### config.mk
export PLATFORM = sky130hd
export DESIGN_NAME = rgb_to_hsv_converter
export DESIGN_NICKNAME = d
export VERILOG_FILES = /design/src/hdl/rthc_pkg.sv /design/src/hdl/rthc_front.sv /design/src/hdl/rthc_div.sv /design/src/hdl/rthc_back.sv /design/src/hdl/rgb_to_hsv_converter.sv
export SDC_FILE = /design/constraint.sdc
export NUM_CORES = 1
export LEC_CHECK = 0
export ABC_AREA = 1
export BUFFER_PORTS_ARGS = -buffer_cell sky130_fd_sc_hd__buf_2
export CELL_PAD_IN_SITES_DETAIL_PLACEMENT = 1
export CELL_PAD_IN_SITES_GLOBAL_PLACEMENT = 1
export CORE_MARGIN = 3
export CORE_UTILIZATION = 55
export CTS_BUF_LIST = sky130_fd_sc_hd__clkbuf_4 sky130_fd_sc_hd__clkbuf_8
export DETAILED_ROUTE_END_ITERATION = 8
export GPL_TIMING_DRIVEN = 0
export MAX_ROUTING_LAYER = met4
export PLACE_DENSITY = 0.92
export REMOVE_ABC_BUFFERS = 1
export SYNTH_ARGS = -nofsm -noshare
export SYNTH_HDL_FRONTEND = slang
export SYNTH_HIERARCHICAL = 1
export SYNTH_SLANG_ARGS = --single-unit
### constraint.sdc
create_clock -name clk -period 24 [get_ports clk]
set_input_delay 3.6 -clock clk [delete_from_list [all_inputs] [get_ports clk]]
set_output_delay 3.6 -clock clk [all_outputs]
set_load 0.03 [all_outputs]
### src/hdl/rthc_pkg.sv
// Shared constants and types for the RGB to HSV converter.
`default_nettype none

package rthc_pkg;

    localparam int CHANNEL_BITS      = 8;
    localparam int HUE_FRACTION_BITS = 8;
    localparam int HUE_BITS          = HUE_FRACTION_BITS + 3;

    // The divider yields enough quotient bits for both the saturation and the hue fraction.
    localparam int QUO_BITS = (CHANNEL_BITS > HUE_FRACTION_BITS + 1) ?
                              CHANNEL_BITS : HUE_FRACTION_BITS + 1;
    localparam int NUM_BITS = CHANNEL_BITS + QUO_BITS;

    localparam logic [HUE_BITS-1:0] HUE_ONE  = HUE_BITS'(1) << HUE_FRACTION_BITS;
    localparam logic [HUE_BITS-1:0] HUE_TWO  = HUE_ONE << 1;
    localparam logic [HUE_BITS-1:0] HUE_FOUR = HUE_ONE << 2;
    localparam logic [HUE_BITS-1:0] HUE_TURN = HUE_TWO + HUE_FOUR;

    typedef logic [1:0] sector_t;

    localparam sector_t SECTOR_RED   = 2'd0;
    localparam sector_t SECTOR_GREEN = 2'd1;
    localparam sector_t SECTOR_BLUE  = 2'd2;

    typedef struct packed {
        sector_t                 sector;
        logic                    neg;
        logic                    defined;
        logic [CHANNEL_BITS-1:0] max;
        logic [CHANNEL_BITS-1:0] alpha;
    } side_t;

    typedef struct packed {
        side_t                   side;
        logic [CHANNEL_BITS-1:0] delta;
        logic [CHANNEL_BITS-1:0] diff_mag;
    } front_t;

endpackage

`default_nettype wire

### src/hdl/rthc_front.sv
// Input stage: maximum, minimum, sector choice and hue difference of one pixel.
`default_nettype none

module rthc_front (
    input  wire                               clk,
    input  wire                               rst_n,
    input  wire                               advance,
    input  wire                               in_valid,
    input  wire  [rthc_pkg::CHANNEL_BITS-1:0] red,
    input  wire  [rthc_pkg::CHANNEL_BITS-1:0] green,
    input  wire  [rthc_pkg::CHANNEL_BITS-1:0] blue,
    input  wire  [rthc_pkg::CHANNEL_BITS-1:0] opacity_in,
    output logic                              front_valid,
    output rthc_pkg::front_t                  front
);

    logic                              valid_reg;
    rthc_pkg::front_t                  front_reg;
    rthc_pkg::front_t                  front_next;
    logic [rthc_pkg::CHANNEL_BITS-1:0] mx;
    logic [rthc_pkg::CHANNEL_BITS-1:0] mn;
    logic [rthc_pkg::CHANNEL_BITS-1:0] op_a;
    logic [rthc_pkg::CHANNEL_BITS-1:0] op_b;
    logic [rthc_pkg::CHANNEL_BITS:0]   diff;

    always_comb
    begin
        mx = red;
        if (green > mx)
        begin
            mx = green;
        end
        if (blue > mx)
        begin
            mx = blue;
        end
        mn = red;
        if (green < mn)
        begin
            mn = green;
        end
        if (blue < mn)
        begin
            mn = blue;
        end

        // Ties go to red, then green.
        if (red >= green && red >= blue)
        begin
            front_next.side.sector = rthc_pkg::SECTOR_RED;
            op_a = green;
            op_b = blue;
        end
        else if (green >= blue)
        begin
            front_next.side.sector = rthc_pkg::SECTOR_GREEN;
            op_a = blue;
            op_b = red;
        end
        else
        begin
            front_next.side.sector = rthc_pkg::SECTOR_BLUE;
            op_a = red;
            op_b = green;
        end

        diff = {1'b0, op_a} - {1'b0, op_b};
        front_next.side.neg     = diff[rthc_pkg::CHANNEL_BITS];
        front_next.side.defined = (mx != '0);
        front_next.side.max     = mx;
        front_next.side.alpha   = opacity_in;
        front_next.delta        = mx - mn;
        front_next.diff_mag     = diff[rthc_pkg::CHANNEL_BITS] ?
                                  rthc_pkg::CHANNEL_BITS'(-diff) :
                                  diff[rthc_pkg::CHANNEL_BITS-1:0];
    end

    always_ff @(posedge clk or negedge rst_n)
    begin
        if (!rst_n)
        begin
            valid_reg <= 1'b0;
        end
        else if (advance)
        begin
            valid_reg <= in_valid;
        end
    end

    always_ff @(posedge clk)
    begin
        if (advance)
        begin
            front_reg <= front_next;
        end
    end

    assign front_valid = valid_reg;
    assign front       = front_reg;

endmodule

`default_nettype wire

### src/hdl/rthc_div.sv
// Pipelined restoring divider that retires one quotient bit per stage.
`default_nettype none

module rthc_div (
    input  wire                               clk,
    input  wire                               advance,
    input  wire  [rthc_pkg::NUM_BITS-1:0]     num,
    input  wire  [rthc_pkg::CHANNEL_BITS-1:0] den,
    output logic [rthc_pkg::QUO_BITS-1:0]     quo
);

    localparam int CB = rthc_pkg::CHANNEL_BITS;
    localparam int QB = rthc_pkg::QUO_BITS;

    // The shift word starts with the low numerator bits and fills with quotient bits.
    logic [CB-1:0] rem_reg  [QB];
    logic [QB-1:0] sh_reg   [QB];
    logic [CB-1:0] den_reg  [QB];
    logic [CB-1:0] rem_next [QB];
    logic [QB-1:0] sh_next  [QB];

    genvar s;
    generate
        for (s = 0; s < QB; s++)
        begin : g_stage
            logic [CB-1:0] rem_in;
            logic [QB-1:0] sh_in;
            logic [CB-1:0] den_in;
            logic [CB:0]   trial;
            logic          ge;

            if (s == 0)
            begin : g_first
                assign rem_in = num[rthc_pkg::NUM_BITS-1:QB];
                assign sh_in  = num[QB-1:0];
                assign den_in = den;
            end
            else
            begin : g_rest
                assign rem_in = rem_reg[s-1];
                assign sh_in  = sh_reg[s-1];
                assign den_in = den_reg[s-1];
            end

            always_comb
            begin
                trial       = {rem_in, sh_in[QB-1]};
                ge          = (trial >= {1'b0, den_in});
                rem_next[s] = ge ? CB'(trial - {1'b0, den_in}) : trial[CB-1:0];
                sh_next[s]  = {sh_in[QB-2:0], ge};
            end

            always_ff @(posedge clk)
            begin
                if (advance)
                begin
                    rem_reg[s] <= rem_next[s];
                    sh_reg[s]  <= sh_next[s];
                    den_reg[s] <= den_in;
                end
            end
        end
    endgenerate

    assign quo = sh_reg[QB-1];

endmodule

`default_nettype wire

### src/hdl/rthc_back.sv
// Output stage: hue assembly from sector and fraction, and the output register.
`default_nettype none

module rthc_back (
    input  wire                               clk,
    input  wire                               rst_n,
    input  wire                               advance,
    input  wire                               side_valid,
    input  wire  rthc_pkg::side_t             side,
    input  wire  [rthc_pkg::QUO_BITS-1:0]     sat_quo,
    input  wire  [rthc_pkg::QUO_BITS-1:0]     hue_quo,
    output logic                              out_valid,
    output logic [rthc_pkg::HUE_BITS-1:0]     hue,
    output logic                              hue_defined,
    output logic [rthc_pkg::CHANNEL_BITS-1:0] saturation,
    output logic [rthc_pkg::CHANNEL_BITS-1:0] brightness,
    output logic [rthc_pkg::CHANNEL_BITS-1:0] opacity_out
);

    logic                              valid_reg;
    logic [rthc_pkg::HUE_BITS-1:0]     hue_reg;
    logic [rthc_pkg::HUE_BITS-1:0]     hue_next;
    logic                              defined_reg;
    logic [rthc_pkg::CHANNEL_BITS-1:0] sat_reg;
    logic [rthc_pkg::CHANNEL_BITS-1:0] sat_next;
    logic [rthc_pkg::CHANNEL_BITS-1:0] bright_reg;
    logic [rthc_pkg::CHANNEL_BITS-1:0] alpha_reg;
    logic [rthc_pkg::HUE_BITS-1:0]     base;
    logic [rthc_pkg::HUE_BITS-1:0]     frac;

    always_comb
    begin
        frac = rthc_pkg::HUE_BITS'(hue_quo[rthc_pkg::HUE_FRACTION_BITS:0]);
        case (side.sector)
            rthc_pkg::SECTOR_RED:
            begin
                // A negative red hue wraps around by one full turn.
                base = (side.neg && frac != '0) ? rthc_pkg::HUE_TURN : '0;
            end
            rthc_pkg::SECTOR_GREEN:
            begin
                base = rthc_pkg::HUE_TWO;
            end
            rthc_pkg::SECTOR_BLUE:
            begin
                base = rthc_pkg::HUE_FOUR;
            end
            default:
            begin
                base = '0;
            end
        endcase

        if (!side.defined)
        begin
            hue_next = '0;
            sat_next = '0;
        end
        else
        begin
            hue_next = side.neg ? base - frac : base + frac;
            sat_next = sat_quo[rthc_pkg::CHANNEL_BITS-1:0];
        end
    end

    always_ff @(posedge clk or negedge rst_n)
    begin
        if (!rst_n)
        begin
            valid_reg <= 1'b0;
        end
        else if (advance)
        begin
            valid_reg <= side_valid;
        end
    end

    always_ff @(posedge clk)
    begin
        if (advance)
        begin
            hue_reg     <= hue_next;
            defined_reg <= side.defined;
            sat_reg     <= sat_next;
            bright_reg  <= side.max;
            alpha_reg   <= side.alpha;
        end
    end

    assign out_valid   = valid_reg;
    assign hue         = hue_reg;
    assign hue_defined = defined_reg;
    assign saturation  = sat_reg;
    assign brightness  = bright_reg;
    assign opacity_out = alpha_reg;

endmodule

`default_nettype wire

### src/hdl/rgb_to_hsv_converter.sv
// Top level of the pipelined RGB to HSV pixel converter.
//
// Takes one pixel per clock while in_stall is low and returns one HSV beat per pixel, in
// order, through one input stage for maximum, minimum and sector, one stage per quotient
// bit in the two parallel restoring dividers (saturation and hue fraction), and the
// output register. Hue runs from 0 to 1535 for a full turn; a black pixel gives
// hue_defined low with hue and saturation zero, a grey pixel gives hue zero. The whole
// pipeline holds while out_stall is high and a result is waiting; in_stall follows that
// condition in the same cycle.
`default_nettype none

module rgb_to_hsv_converter (
    input  wire                               clk,
    input  wire                               rst_n,
    input  wire                               in_valid,
    output logic                              in_stall,
    input  wire  [rthc_pkg::CHANNEL_BITS-1:0] red,
    input  wire  [rthc_pkg::CHANNEL_BITS-1:0] green,
    input  wire  [rthc_pkg::CHANNEL_BITS-1:0] blue,
    input  wire  [rthc_pkg::CHANNEL_BITS-1:0] opacity_in,
    output logic                              out_valid,
    input  wire                               out_stall,
    output logic [rthc_pkg::HUE_BITS-1:0]     hue,
    output logic                              hue_defined,
    output logic [rthc_pkg::CHANNEL_BITS-1:0] saturation,
    output logic [rthc_pkg::CHANNEL_BITS-1:0] brightness,
    output logic [rthc_pkg::CHANNEL_BITS-1:0] opacity_out
);

    localparam int CB = rthc_pkg::CHANNEL_BITS;
    localparam int QB = rthc_pkg::QUO_BITS;
    localparam int NB = rthc_pkg::NUM_BITS;

    logic                  advance;
    logic                  front_valid;
    rthc_pkg::front_t      front;
    logic [NB-1:0]         sat_num;
    logic [CB-1:0]         sat_den;
    logic [NB-1:0]         hue_num;
    logic [CB-1:0]         hue_den;
    logic [QB-1:0]         sat_quo;
    logic [QB-1:0]         hue_quo;
    logic                  side_valid_reg [QB];
    rthc_pkg::side_t       side_reg       [QB];

    assign advance  = !(out_valid && out_stall);
    assign in_stall = !advance;

    rthc_front u_front (
        .clk         (clk),
        .rst_n       (rst_n),
        .advance     (advance),
        .in_valid    (in_valid),
        .red         (red),
        .green       (green),
        .blue        (blue),
        .opacity_in  (opacity_in),
        .front_valid (front_valid),
        .front       (front)
    );

    // Zero divisors only occur where the numerator is zero too; a divisor of one keeps
    // the quotient at zero there.
    always_comb
    begin
        sat_num = NB'({front.delta, {CB{1'b0}}}) - NB'(front.delta);
        sat_den = (front.side.max == '0) ? CB'(1) : front.side.max;
        hue_num = NB'({front.diff_mag, {rthc_pkg::HUE_FRACTION_BITS{1'b0}}});
        hue_den = (front.delta == '0) ? CB'(1) : front.delta;
    end

    rthc_div u_sat_div (
        .clk     (clk),
        .advance (advance),
        .num     (sat_num),
        .den     (sat_den),
        .quo     (sat_quo)
    );

    rthc_div u_hue_div (
        .clk     (clk),
        .advance (advance),
        .num     (hue_num),
        .den     (hue_den),
        .quo     (hue_quo)
    );

    // Sector, sign and pass-through fields ride alongside the divider stages.
    genvar s;
    generate
        for (s = 0; s < QB; s++)
        begin : g_side
            always_ff @(posedge clk or negedge rst_n)
            begin
                if (!rst_n)
                begin
                    side_valid_reg[s] <= 1'b0;
                end
                else if (advance)
                begin
                    side_valid_reg[s] <= (s == 0) ? front_valid : side_valid_reg[(s == 0) ? 0 : s-1];
                end
            end

            always_ff @(posedge clk)
            begin
                if (advance)
                begin
                    side_reg[s] <= (s == 0) ? front.side : side_reg[(s == 0) ? 0 : s-1];
                end
            end
        end
    endgenerate

    rthc_back u_back (
        .clk         (clk),
        .rst_n       (rst_n),
        .advance     (advance),
        .side_valid  (side_valid_reg[QB-1]),
        .side        (side_reg[QB-1]),
        .sat_quo     (sat_quo),
        .hue_quo     (hue_quo),
        .out_valid   (out_valid),
        .hue         (hue),
        .hue_defined (hue_defined),
        .saturation  (saturation),
        .brightness  (brightness),
        .opacity_out (opacity_out)
    );

    a_hue_range: assert property (@(posedge clk) disable iff (!rst_n)
        out_valid |-> hue < rthc_pkg::HUE_TURN)
        else $error("hue beyond a full turn");

    a_black_pixel: assert property (@(posedge clk) disable iff (!rst_n)
        out_valid && !hue_defined |-> hue == '0 && saturation == '0)
        else $error("black pixel with nonzero hue or saturation");

    a_defined_max: assert property (@(posedge clk) disable iff (!rst_n)
        out_valid |-> (brightness == '0) == !hue_defined)
        else $error("hue_defined disagrees with brightness");

    a_sat_grey: assert property (@(posedge clk) disable iff (!rst_n)
        out_valid && saturation == '0 && hue_defined |-> hue == '0)
        else $error("grey pixel with nonzero hue");

endmodule

`default_nettype wire
Word-level counts from Yosys, hierarchy flattened --
Memory sizes are Yosys's and may differ from the RTL's. A register that Yosys moved wholly into a read port is not among the register bits. Cells that the tools add are included. Widths: inputs -> output; s select.
Cells by class: $add $sub $neg 24, magnitude comparators 25, equality and inequality tests 2, multiplexer cells 34, reductions and logical operators 10
Operators with widths (count):
- $mux 8 | 29
- $ge 9x8->1 | 17
- $sub 8x8->8 | 19
- $pmux 11 s3 | 1
- $ge 8x8->1 | 4
- $mux 11 | 2
- $sub 16x8->17 | 1
- $gt 8x8->1 | 2
- $logic_not 8->1 | 2
- $lt 8x8->1 | 2
- $add 11x9->11 | 1
- $sub 11x9->11 | 1
- $reduce_bool 9->1 | 1
- $sub 8x8->9 | 1
- $neg 8->8 | 1
- $reduce_bool 8->1 | 1
- $logic_and 1x1->1 | 3
- $eq 2x1->1 const B | 1
- $eq 2x2->1 const B | 1
- $logic_not 1->1 | 2
- $logic_not 2->1 | 1
- $mux 2 | 1
- $mux 1 | 1
Word-level totals: register bits 75, bits in writable memories 630, bits of input ports 36, output and inout bits 38, word-level logic and storage cells 124, memories kept 7
Memory list:
- side_reg | words 9, width 20, rd ports 9, clocked after Yosys merged registers in 0, wr ports 9, RTL line rgb_to_hsv_converter.sv:44 | rthc_pkg::side_t side_reg [QB];
- u_hue_div.sh_reg | words 9, width 9, rd ports 9, clocked after Yosys merged registers in 0, wr ports 9, RTL line rthc_div.sv:17 | logic [QB-1:0] sh_reg [QB];
- u_sat_div.sh_reg | words 9, width 9, rd ports 9, clocked after Yosys merged registers in 1, wr ports 9, RTL line rthc_div.sv:17
- u_hue_div.den_reg | words 9, width 8, rd ports 8, clocked after Yosys merged registers in 0, wr ports 9, RTL line rthc_div.sv:18 | logic [CB-1:0] den_reg [QB];
- u_hue_div.rem_reg | words 9, width 8, rd ports 8, clocked after Yosys merged registers in 0, wr ports 9, RTL line rthc_div.sv:16 | logic [CB-1:0] rem_reg [QB];
- u_sat_div.den_reg | words 9, width 8, rd ports 8, clocked after Yosys merged registers in 0, wr ports 9, RTL line rthc_div.sv:18
- 1 more memories

Depth between registers and ports, before layout --
Gate-level depths: netlist (run 1). An unclocked memory read counts as a cell.
word-level depth 7, gate-level depth with buffers 35, depth with buffers taken out 34

Hierarchy --
Netlist (run 1), hierarchy kept.
Modules (own cells, without submodules):
- rthc_div at u_hue_div | instances 1, cells an instance 1125, area an instance 11325.9 um^2, seq. area each 6276.0 um^2
- rthc_div at u_sat_div | instances 1, cells an instance 1130, area an instance 11129.4 um^2, seq. area each 6276.0 um^2
- rgb_to_hsv_converter | instances 1, cells an instance 290, area an instance 6109.6 um^2, seq. area each 5630.4 um^2
- rthc_front | instances 1, cells an instance 410, area an instance 3537.1 um^2, seq. area each 1106.1 um^2
- rthc_back | instances 1, cells an instance 168, area an instance 1737.9 um^2, seq. area each 1106.1 um^2

Least setup slack after synthesis (run 1) --
No wires, ideal clock.
path type input -> register, start input out_stall, end register u_back.valid_reg, in the netlist u_back/out_valid, setup time 107 ps, arrival time 12538 ps, data required time 23893 ps, slack 11356 ps, stages 3, buffers on the path 1, cells stage by stage nand2_1 buf_2 mux2_2
On the way: longest elaborated chain between the ends 1
RTL lines:
- start, declared | RTL line rgb_to_hsv_converter.sv:22 | input wire out_stall,
- $logic_and 1x1->1 | RTL line rgb_to_hsv_converter.sv:46 | assign advance = !(out_valid && out_stall);
- end signal, assigned | RTL line rthc_back.sv:74 | valid_reg <= side_valid;
- end, declared | RTL line rthc_back.sv:20 | logic valid_reg;
Every way passes these cells. A chain may end at the register's enable or synchronous reset.

Worst setup path in the final report (run 1) --
start input out_stall, end output in_stall
On the way: longest elaborated chain between the ends 1
RTL lines:
- $logic_and 1x1->1 | RTL line rgb_to_hsv_converter.sv:46
- end, declared | RTL line rgb_to_hsv_converter.sv:16 | output logic in_stall,
Every way passes these cells.

==> results of run 1 <==
-- cell type report --
| type | count | area [µm²] |
|---|---|---|
| repair buffers | 83 | 626 |
| fillers | 6277 | 22600 |
| flip-flops and latches | 672 | 20100 |
| multi-input cells | 1907 | 11300 |
| clock inverters | 59 | 464 |
| inverters | 500 | 1880 |
| well taps | 773 | 967 |
| clock buffers | 140 | 1760 |
| diodes | 1 | 2.50 |
-- cell usage in the layout, fill, tap and decap left out, drive strengths merged --
| cell | count |
|---|---|
| a211oi | 2 |
| a21o | 3 |
| a21oi | 117 |
| a221oi | 2 |
| a31oi | 1 |
| and2 | 6 |
| and3 | 1 |
| buf | 83 |
| bufinv | 8 |
| clkbuf | 140 |
| clkinv | 58 |
| conb | 13 |
| dfrtp | 11 |
| diode | 1 |
| edfxtp | 661 |
| fa | 18 |
| ha | 204 |
| inv | 493 |
| mux2 | 2 |
| nand2 | 909 |
| nand3 | 260 |
| nand3b | 3 |
| nand4 | 42 |
| nor2 | 140 |
| nor2b | 1 |
| nor3 | 23 |
| nor4 | 2 |
| o2111ai | 2 |
| o211ai | 1 |
| o21ai | 56 |
| o21bai | 3 |
| o221ai | 11 |
| o22ai | 3 |
| o31ai | 1 |
| or2 | 9 |
| xnor2 | 23 |
| xor2 | 49 |
-- how the worst max path moves through the flow --
stage / slack (ps) / cells after the start / to
after floorplan: -3580 / 2 / in_stall
after global placement: -9070 / 4 / in_stall
after detailed placement: 13650 / 10 / in_stall
after CTS: 13600 / 10 / in_stall
after global routing: 13380 / 10 / in_stall
final: 13680 / 10 / in_stall
-- metal layers --
metal / part of all wire [%] / GRT usage (%)
met1: 36 / 29.8
met2: 54 / 55.3
met3: 4.2 / 4.32
met4: 6.0 / 17.6
met5: 0 / -
-- worst register-to-register path: stages (launching register included) --
cell and delay (ps):
sky130_fd_sc_hd__edfxtp_1 470, sky130_fd_sc_hd__inv_1 250, sky130_fd_sc_hd__ha_1 250, sky130_fd_sc_hd__nand2_2 120, sky130_fd_sc_hd__nor3_2 330, sky130_fd_sc_hd__inv_1 100, sky130_fd_sc_hd__ha_1 340, sky130_fd_sc_hd__inv_1 100
sky130_fd_sc_hd__inv_1 50, sky130_fd_sc_hd__ha_1 300, sky130_fd_sc_hd__nand2_1 70, sky130_fd_sc_hd__inv_1 50, sky130_fd_sc_hd__nand3_1 80, sky130_fd_sc_hd__nor2b_1 740, sky130_fd_sc_hd__nand2_8 120, sky130_fd_sc_hd__nand2_1 100
sky130_fd_sc_hd__nand2_1 50
-- through the flow --
step                instance area [µm²]  TNS [ps]  utilization [%]  setup WS [ps]  hold WS (ps)
detailed placement                34900         0             58.4          13650           405
global placement                  34600    -46670             57.9          -9070           400
floorplan                         33300    -10660                -          -3580           400
finish                            37100         0             62.1          13680           381
global route                      37100         0             62.1          13380           395
CTS                               37100         0             62.1          13600           393
==> results by group, run 1 <==
Timing
  – Final Setup Violations: 0
  – Maximum clock rate: 96.9 MHz
  – Hold Fails Final Rpt: 0
  – Final clock skew: 39.8 ps
  – Slew HR: 38.1%
  – Slew at the pin with the worst max-slew slack: 927 ps
  – Setup repair after global routing missed its margin: no
  – Post-layout min period: 10320 ps
  – Number of pins exceeding their max-slew limit in the final report: 0
  – Final worst-path cycle share: 43.0%

Clock network
  – Buffer count from post-CTS setup fixing: 0
  – H-tree Lvls: 3
  – Number of clock sinks: 672
  – CTS tree: built
  – Number of CTS-inserted buffers: 110
  – Clock transition at path regs: 70 ps
  – Clock latency reported for the late side of the worst-skew pair: 710 ps
  – Number of buffers on the longest clock path: 3
  – Resize count post-CTS: 0
  – CTS Hold Bufs: 0
  – Cell chosen for the clock root: sky130_fd_sc_hd__clkbuf_8

Critical path
  – Arrival time worst endpoint: 6720 ps
  – Cell breakdown of the critical path: buf_2 -> nand2_4 -> buf_16 -> buf_16 -> buf_16 -> buf_12 -> buf_12 -> buf_16 -> clkinv_1 -> buf_2
  – Worst Path Required: 20400 ps
  – Crit path launch: out_stall
  – Number of buffers and inverters on the critical path: 9
  – Register-to-register setup slack: 20210 ps
  – Highest cell delay on the worst timing path: 380 ps
  – Cell type group with the largest total delay on the critical path: buffers and inverters
  – Critical path endpoint category: primary output
  – Path depth of the worst reg2reg path: 16
  – Reg2Reg Launch Point: u_front/front[8]$_DFFE_PP_
  – Reg2reg end: u_sat_div/rem_reg[0][7]$_DFFE_PP_
  – Critical Setup Path Class: in -> out
  – Kind of launch point of the worst setup path: primary input
  – Cell with the largest stage delay on the worst path: sky130_fd_sc_hd__nand2_4
  – Cell occurring most often along the worst timing path: sky130_fd_sc_hd__buf_16
  – Maximum fanout along the worst path: 72

Logic synthesis
  – Post-synthesis average cell area: 10.8 µm²
  – Area of the mapped netlist: 33600 µm²
  – Synthesized instance count: 3114
  – Number of warnings issued by yosys: 6

Placement
  – Post-DP HPWL: 60.8 mm
  – IO Port Bufs: 73
  – Routability-driven placement congestion ratio: 0.909
  – Number of instances in the placed design: 3935

Hold path
  – Number of instances on the worst hold path: 0
  – Hold worst-path end: u_back/brightness[0]$_DFFE_PP_
  – Path class of the lowest-slack min-delay path: reg -> reg
  – Start point of the worst hold path: side_reg[8][8]$_DFFE_PN_

Die
  – Full die area: 64000 µm²
  – Starting density of the core: 56.2%
  – Horizontal die dimension: 253 µm
  – Std-Cell Core Area: 59700 µm²
  – Die extent in y: 253 µm
  – I/O pin count: 74
  – FP Rows: 89

Cells and area
  – Final-stage net count: 3532
  – Final instance count without filler cells: 4135
  – Largest register FFs: 180
  – Fraction of layout instances using a drive strength above 1: 13.4%
  – Area growth syn-to-layout: 10.5%

Global route
  – Largest net degree at the start of global routing: 81
  – Wire length of the first global-routing pass: 144 mm
  – Aggregate global-route resource usage: 29.9%
  – Vias in the first global route: 26396
  – Number of antenna violations at the first check in global routing: 1
  – GR Overflow Total: 0

Route
  – Average routed wire per standard cell: 22.2 µm
  – Total Routed Length: 91.7 mm
  – Remaining number of nets flagged by the antenna check after routing: 0
  – Total via count in the routed design: 23764
  – Initial DRC Count: 1539
  – Number of iterations in the first detailed-routing pass: 5
  – Ratio of routed vias to standard cells: 5.75
  – DRC violations left: 0

Run status
  – Status: complete, no violations

Run
  – Max Cap Violations: 0
Power of run 1 is left out: the tool's default activity adds up to more than one toggle a clock period on the data nets, which glitch-free logic cannot reach.
==> run 2: changes to the inputs <==
--- a/config.mk
+++ b/config.mk
@@ -5,7 +5,7 @@
 export SDC_FILE = /design/constraint.sdc
 export NUM_CORES = 1
 export LEC_CHECK = 0
-export ABC_AREA = 1
+export ABC_AREA = 0
 export BUFFER_PORTS_ARGS = -buffer_cell sky130_fd_sc_hd__buf_2
 export CELL_PAD_IN_SITES_DETAIL_PLACEMENT = 1
 export CELL_PAD_IN_SITES_GLOBAL_PLACEMENT = 1
@@ -15,7 +15,7 @@
 export DETAILED_ROUTE_END_ITERATION = 8
 export GPL_TIMING_DRIVEN = 0
 export MAX_ROUTING_LAYER = met4
-export PLACE_DENSITY = 0.92
+export PLACE_DENSITY = 0.88
 export REMOVE_ABC_BUFFERS = 1
 export SYNTH_ARGS = -nofsm -noshare
 export SYNTH_HDL_FRONTEND = slang
==> constraint.sdc (replaced) <==
create_clock -name clk -period 10.7 [get_ports clk]
set_input_delay 1.605 -clock clk [delete_from_list [all_inputs] [get_ports clk]]
set_output_delay 1.605 -clock clk [all_outputs]
set_load 0.03 [all_outputs]
==> run 2 against run 1 <==
Setup slack got worse by 10000 ps; non-clock buffer count increased by 1; final cell count decreased by 23%; synthesized cell count decreased by 29%; global-route usage decreased by 5.3 points; register-to-register slack got worse by 14000 ps; synthesized area decreased by 6.1%; flip-flop and latch count unchanged; clock skew increased by 4.7 ps; hold slack improved by 11 ps; final area decreased by 5.4%; critical path depth increased by 14; critical endpoint is now u_front/front[15]$_DFFE_PP_; largest cell class unchanged.
==> results by group, run 2 <==
Timing
  – Post-layout min period: 7090 ps
  – Final Setup Violations: 0
  – Post-route worst setup slack: 3610 ps
  – Number of pins exceeding their max-slew limit in the final report: 0
  – Maximum clock rate: 141 MHz
  – Final worst-path cycle share: 66.2%
  – Slew HR: 17.3%
  – Hold Fails Final Rpt: 0
  – Setup repair after global routing missed its margin: no
  – Slew at the pin with the worst max-slew slack: 1230 ps
  – Final clock skew: 44.5 ps

Die
  – Die extent in y: 245 µm
  – Horizontal die dimension: 245 µm
  – Std-Cell Core Area: 56500 µm²
  – FP Rows: 87
  – Full die area: 60200 µm²
  – I/O pin count: 74
  – Starting density of the core: 55.8%

Cells and area
  – Fraction of layout instances using a drive strength above 1: 16.2%
  – Largest register FFs: 180
  – Most common cell after layout, fill and taps aside: sky130_fd_sc_hd__edfxtp_1
  – Leading cell types in the layout, fill and taps excluded: sky130_fd_sc_hd__edfxtp_1 (661), sky130_fd_sc_hd__inv_1 (226), sky130_fd_sc_hd__ha_1 (204)
  – Final-stage net count: 2629
  – Post-route cell area: 35100 µm²
  – Area growth syn-to-layout: 11.3%

Logic synthesis
  – Synthesized instance count: 2206
  – Post-synthesis average cell area: 14.3 µm²
  – Area of the mapped netlist: 31500 µm²
  – Number of warnings issued by yosys: 6

Placement
  – Worst setup timing slack at the placement stage: 2940 ps
  – Post-Place Cell Area: 33000 µm²
  – Routability-driven placement congestion ratio: 0.868
  – Post-DP HPWL: 46.2 mm
  – IO Port Bufs: 73

Clock network
  – CTS tree: built
  – Cell chosen for the clock root: sky130_fd_sc_hd__clkbuf_8
  – Number of CTS-inserted buffers: 108
  – Buffer count from post-CTS setup fixing: 0
  – Number of clock sinks: 672
  – Clock latency reported for the late side of the worst-skew pair: 710 ps
  – Number of buffers on the longest clock path: 3
  – CTS Hold Bufs: 0
  – Clock transition at path regs: 70 ps
  – Resize count post-CTS: 0
  – H-tree Lvls: 3

Global route
  – Vias in the first global route: 20832
  – Wire length of the first global-routing pass: 113 mm
  – Number of antenna violations at the first check in global routing: 2
  – Largest net degree at the start of global routing: 79
  – Aggregate global-route resource usage: 24.6%
  – GR Overflow Total: 0

Critical path
  – Critical Setup Path Class: in -> reg
  – Cell with the largest stage delay on the worst path: sky130_fd_sc_hd__o31ai_2
  – Kind of launch point of the worst setup path: primary input
  – Reg2reg end: u_sat_div/rem_reg[0][3]$_DFFE_PP_
  – Critical path endpoint category: flop
  – Register-to-register setup slack: 6590 ps
  – Cell breakdown of the critical path: buf_2 -> inv_1 -> ha_1 -> nor2b_1 -> o211ai_1 -> a21oi_1 -> nor2_1 -> mux2i_1 -> ha_1 -> a21o_1 -> a21oi_1 -> a21boi_0 -> o31ai_2 -> nor2_1 -> a21oi_1 -> ha_1 -> nor2b_1 -> o21ai_0 -> nand2b_1 -> a21o_1 -> a21o_1 -> a21o_1 -> a21oi_1 -> xnor2_1
  – Highest cell delay on the worst timing path: 1020 ps
  – Path depth of the worst reg2reg path: 14
  – Maximum fanout along the worst path: 19
  – Arrival time worst endpoint: 7510 ps
  – Worst Path Required: 11130 ps
  – Reg2Reg Launch Point: u_front/front[8]$_DFFE_PP_

Run status
  – Status: complete, no violations

Route
  – Remaining number of nets flagged by the antenna check after routing: 0
  – Average routed wire per standard cell: 22.0 µm
  – DRC violations left: 0
  – Total via count in the routed design: 18441
  – Ratio of routed vias to standard cells: 5.76
  – Number of iterations in the first detailed-routing pass: 5
  – Total Routed Length: 70.6 mm
  – Initial DRC Count: 1092

Hold path
  – Number of instances on the worst hold path: 0
  – Start point of the worst hold path: side_reg[5][9]$_DFFE_PN_
  – Hold worst-path end: side_reg[6][9]$_DFFE_PN_
  – Path class of the lowest-slack min-delay path: reg -> reg

Run
  – Max Cap Violations: 0
run 2: cell count changes in the layout (fill, tap and decap cells not counted), moves of 28 or more:
| cell | previous run | this run |
|---|---|---|
| sky130_fd_sc_hd__nand2_1 | 792 | 57 |
| sky130_fd_sc_hd__o21ai_0 | 35 | 89 |
| sky130_fd_sc_hd__mux2_2 | 2 | 106 |
| sky130_fd_sc_hd__nor2b_1 | 1 | 48 |
| sky130_fd_sc_hd__nand2_4 | 29 | 1 |
| sky130_fd_sc_hd__a21o_1 | 3 | 46 |
| sky130_fd_sc_hd__nand4_1 | 42 | 11 |
| sky130_fd_sc_hd__mux2i_1 | 0 | 83 |
| sky130_fd_sc_hd__nand2_2 | 81 | 2 |
| sky130_fd_sc_hd__xnor2_1 | 23 | 65 |
| sky130_fd_sc_hd__nand3_1 | 260 | 35 |
| sky130_fd_sc_hd__inv_1 | 478 | 226 |
run 2: worst max path at each step:
| stage | startpoint | end | slack, ps | cells past startpoint |
|---|---|---|---|---|
| 4_1_cts | green[1] | u_front/front[15]$_DFFE_PP_ | 3680 | 24 |
| 2_1_floorplan | out_stall | in_stall | -9930 | 2 |
| 5_1_grt | green[1] | u_front/front[15]$_DFFE_PP_ | 3050 | 24 |
| 6_report | green[1] | u_front/front[15]$_DFFE_PP_ | 3610 | 24 |
| 3_5_place_dp | green[1] | u_front/front[15]$_DFFE_PP_ | 2940 | 24 |
| 3_3_place_gp | out_stall | side_valid_reg[7]$_DFFE_PN0N_ | -11480 | 3 |
run 2: metal layers:
layer / track usage, % / vias up / part of all wire (%)
met2: 44.9 / 503 / 54
met1: 26.0 / 9202 / 38
met3: 3.66 / 197 / 3.8
met4: 12.1 / 0 / 4.4
met5: - / - / 0
li1: - / 8539 / -
run 2: per-stage QoR:
step,hold WS (ps),instances,utilization (%),TNS [ps]
3_3_place_gp,400,3006,57.9,-7457750
3_5_place_dp,405,3017,58.4,0
6_report,392,3204,62.1,0
4_1_cts,357,3201,62.1,0
5_1_grt,380,3203,62.1,0
2_1_floorplan,400,2177,-,-4417310
run 2: worst max-delay path: cells and delay by family:
family                     cells  cell delay [ps]
AOI/OAI and AO/OA             12             2990
adders and majority gates      3              880
muxes                          1              420
buffers and inverters          2              230
xor gates and xnor gates       1               90
and+or+nand+nor                5             1290
run 2: cell type report:
class / count / area, µm²
Inverter: 228 / 856
Sequential cell: 672 / 20100
Timing Repair Buffer: 84 / 648
Clock buffer: 139 / 1720
Clock inverter: 45 / 363
Tap cell: 756 / 946
Multi-Input combinational cell: 1277 / 10400
Antenna cell: 3 / 7.51
Fill cell: 5319 / 21400
Power of run 2 is left out for the same reason.
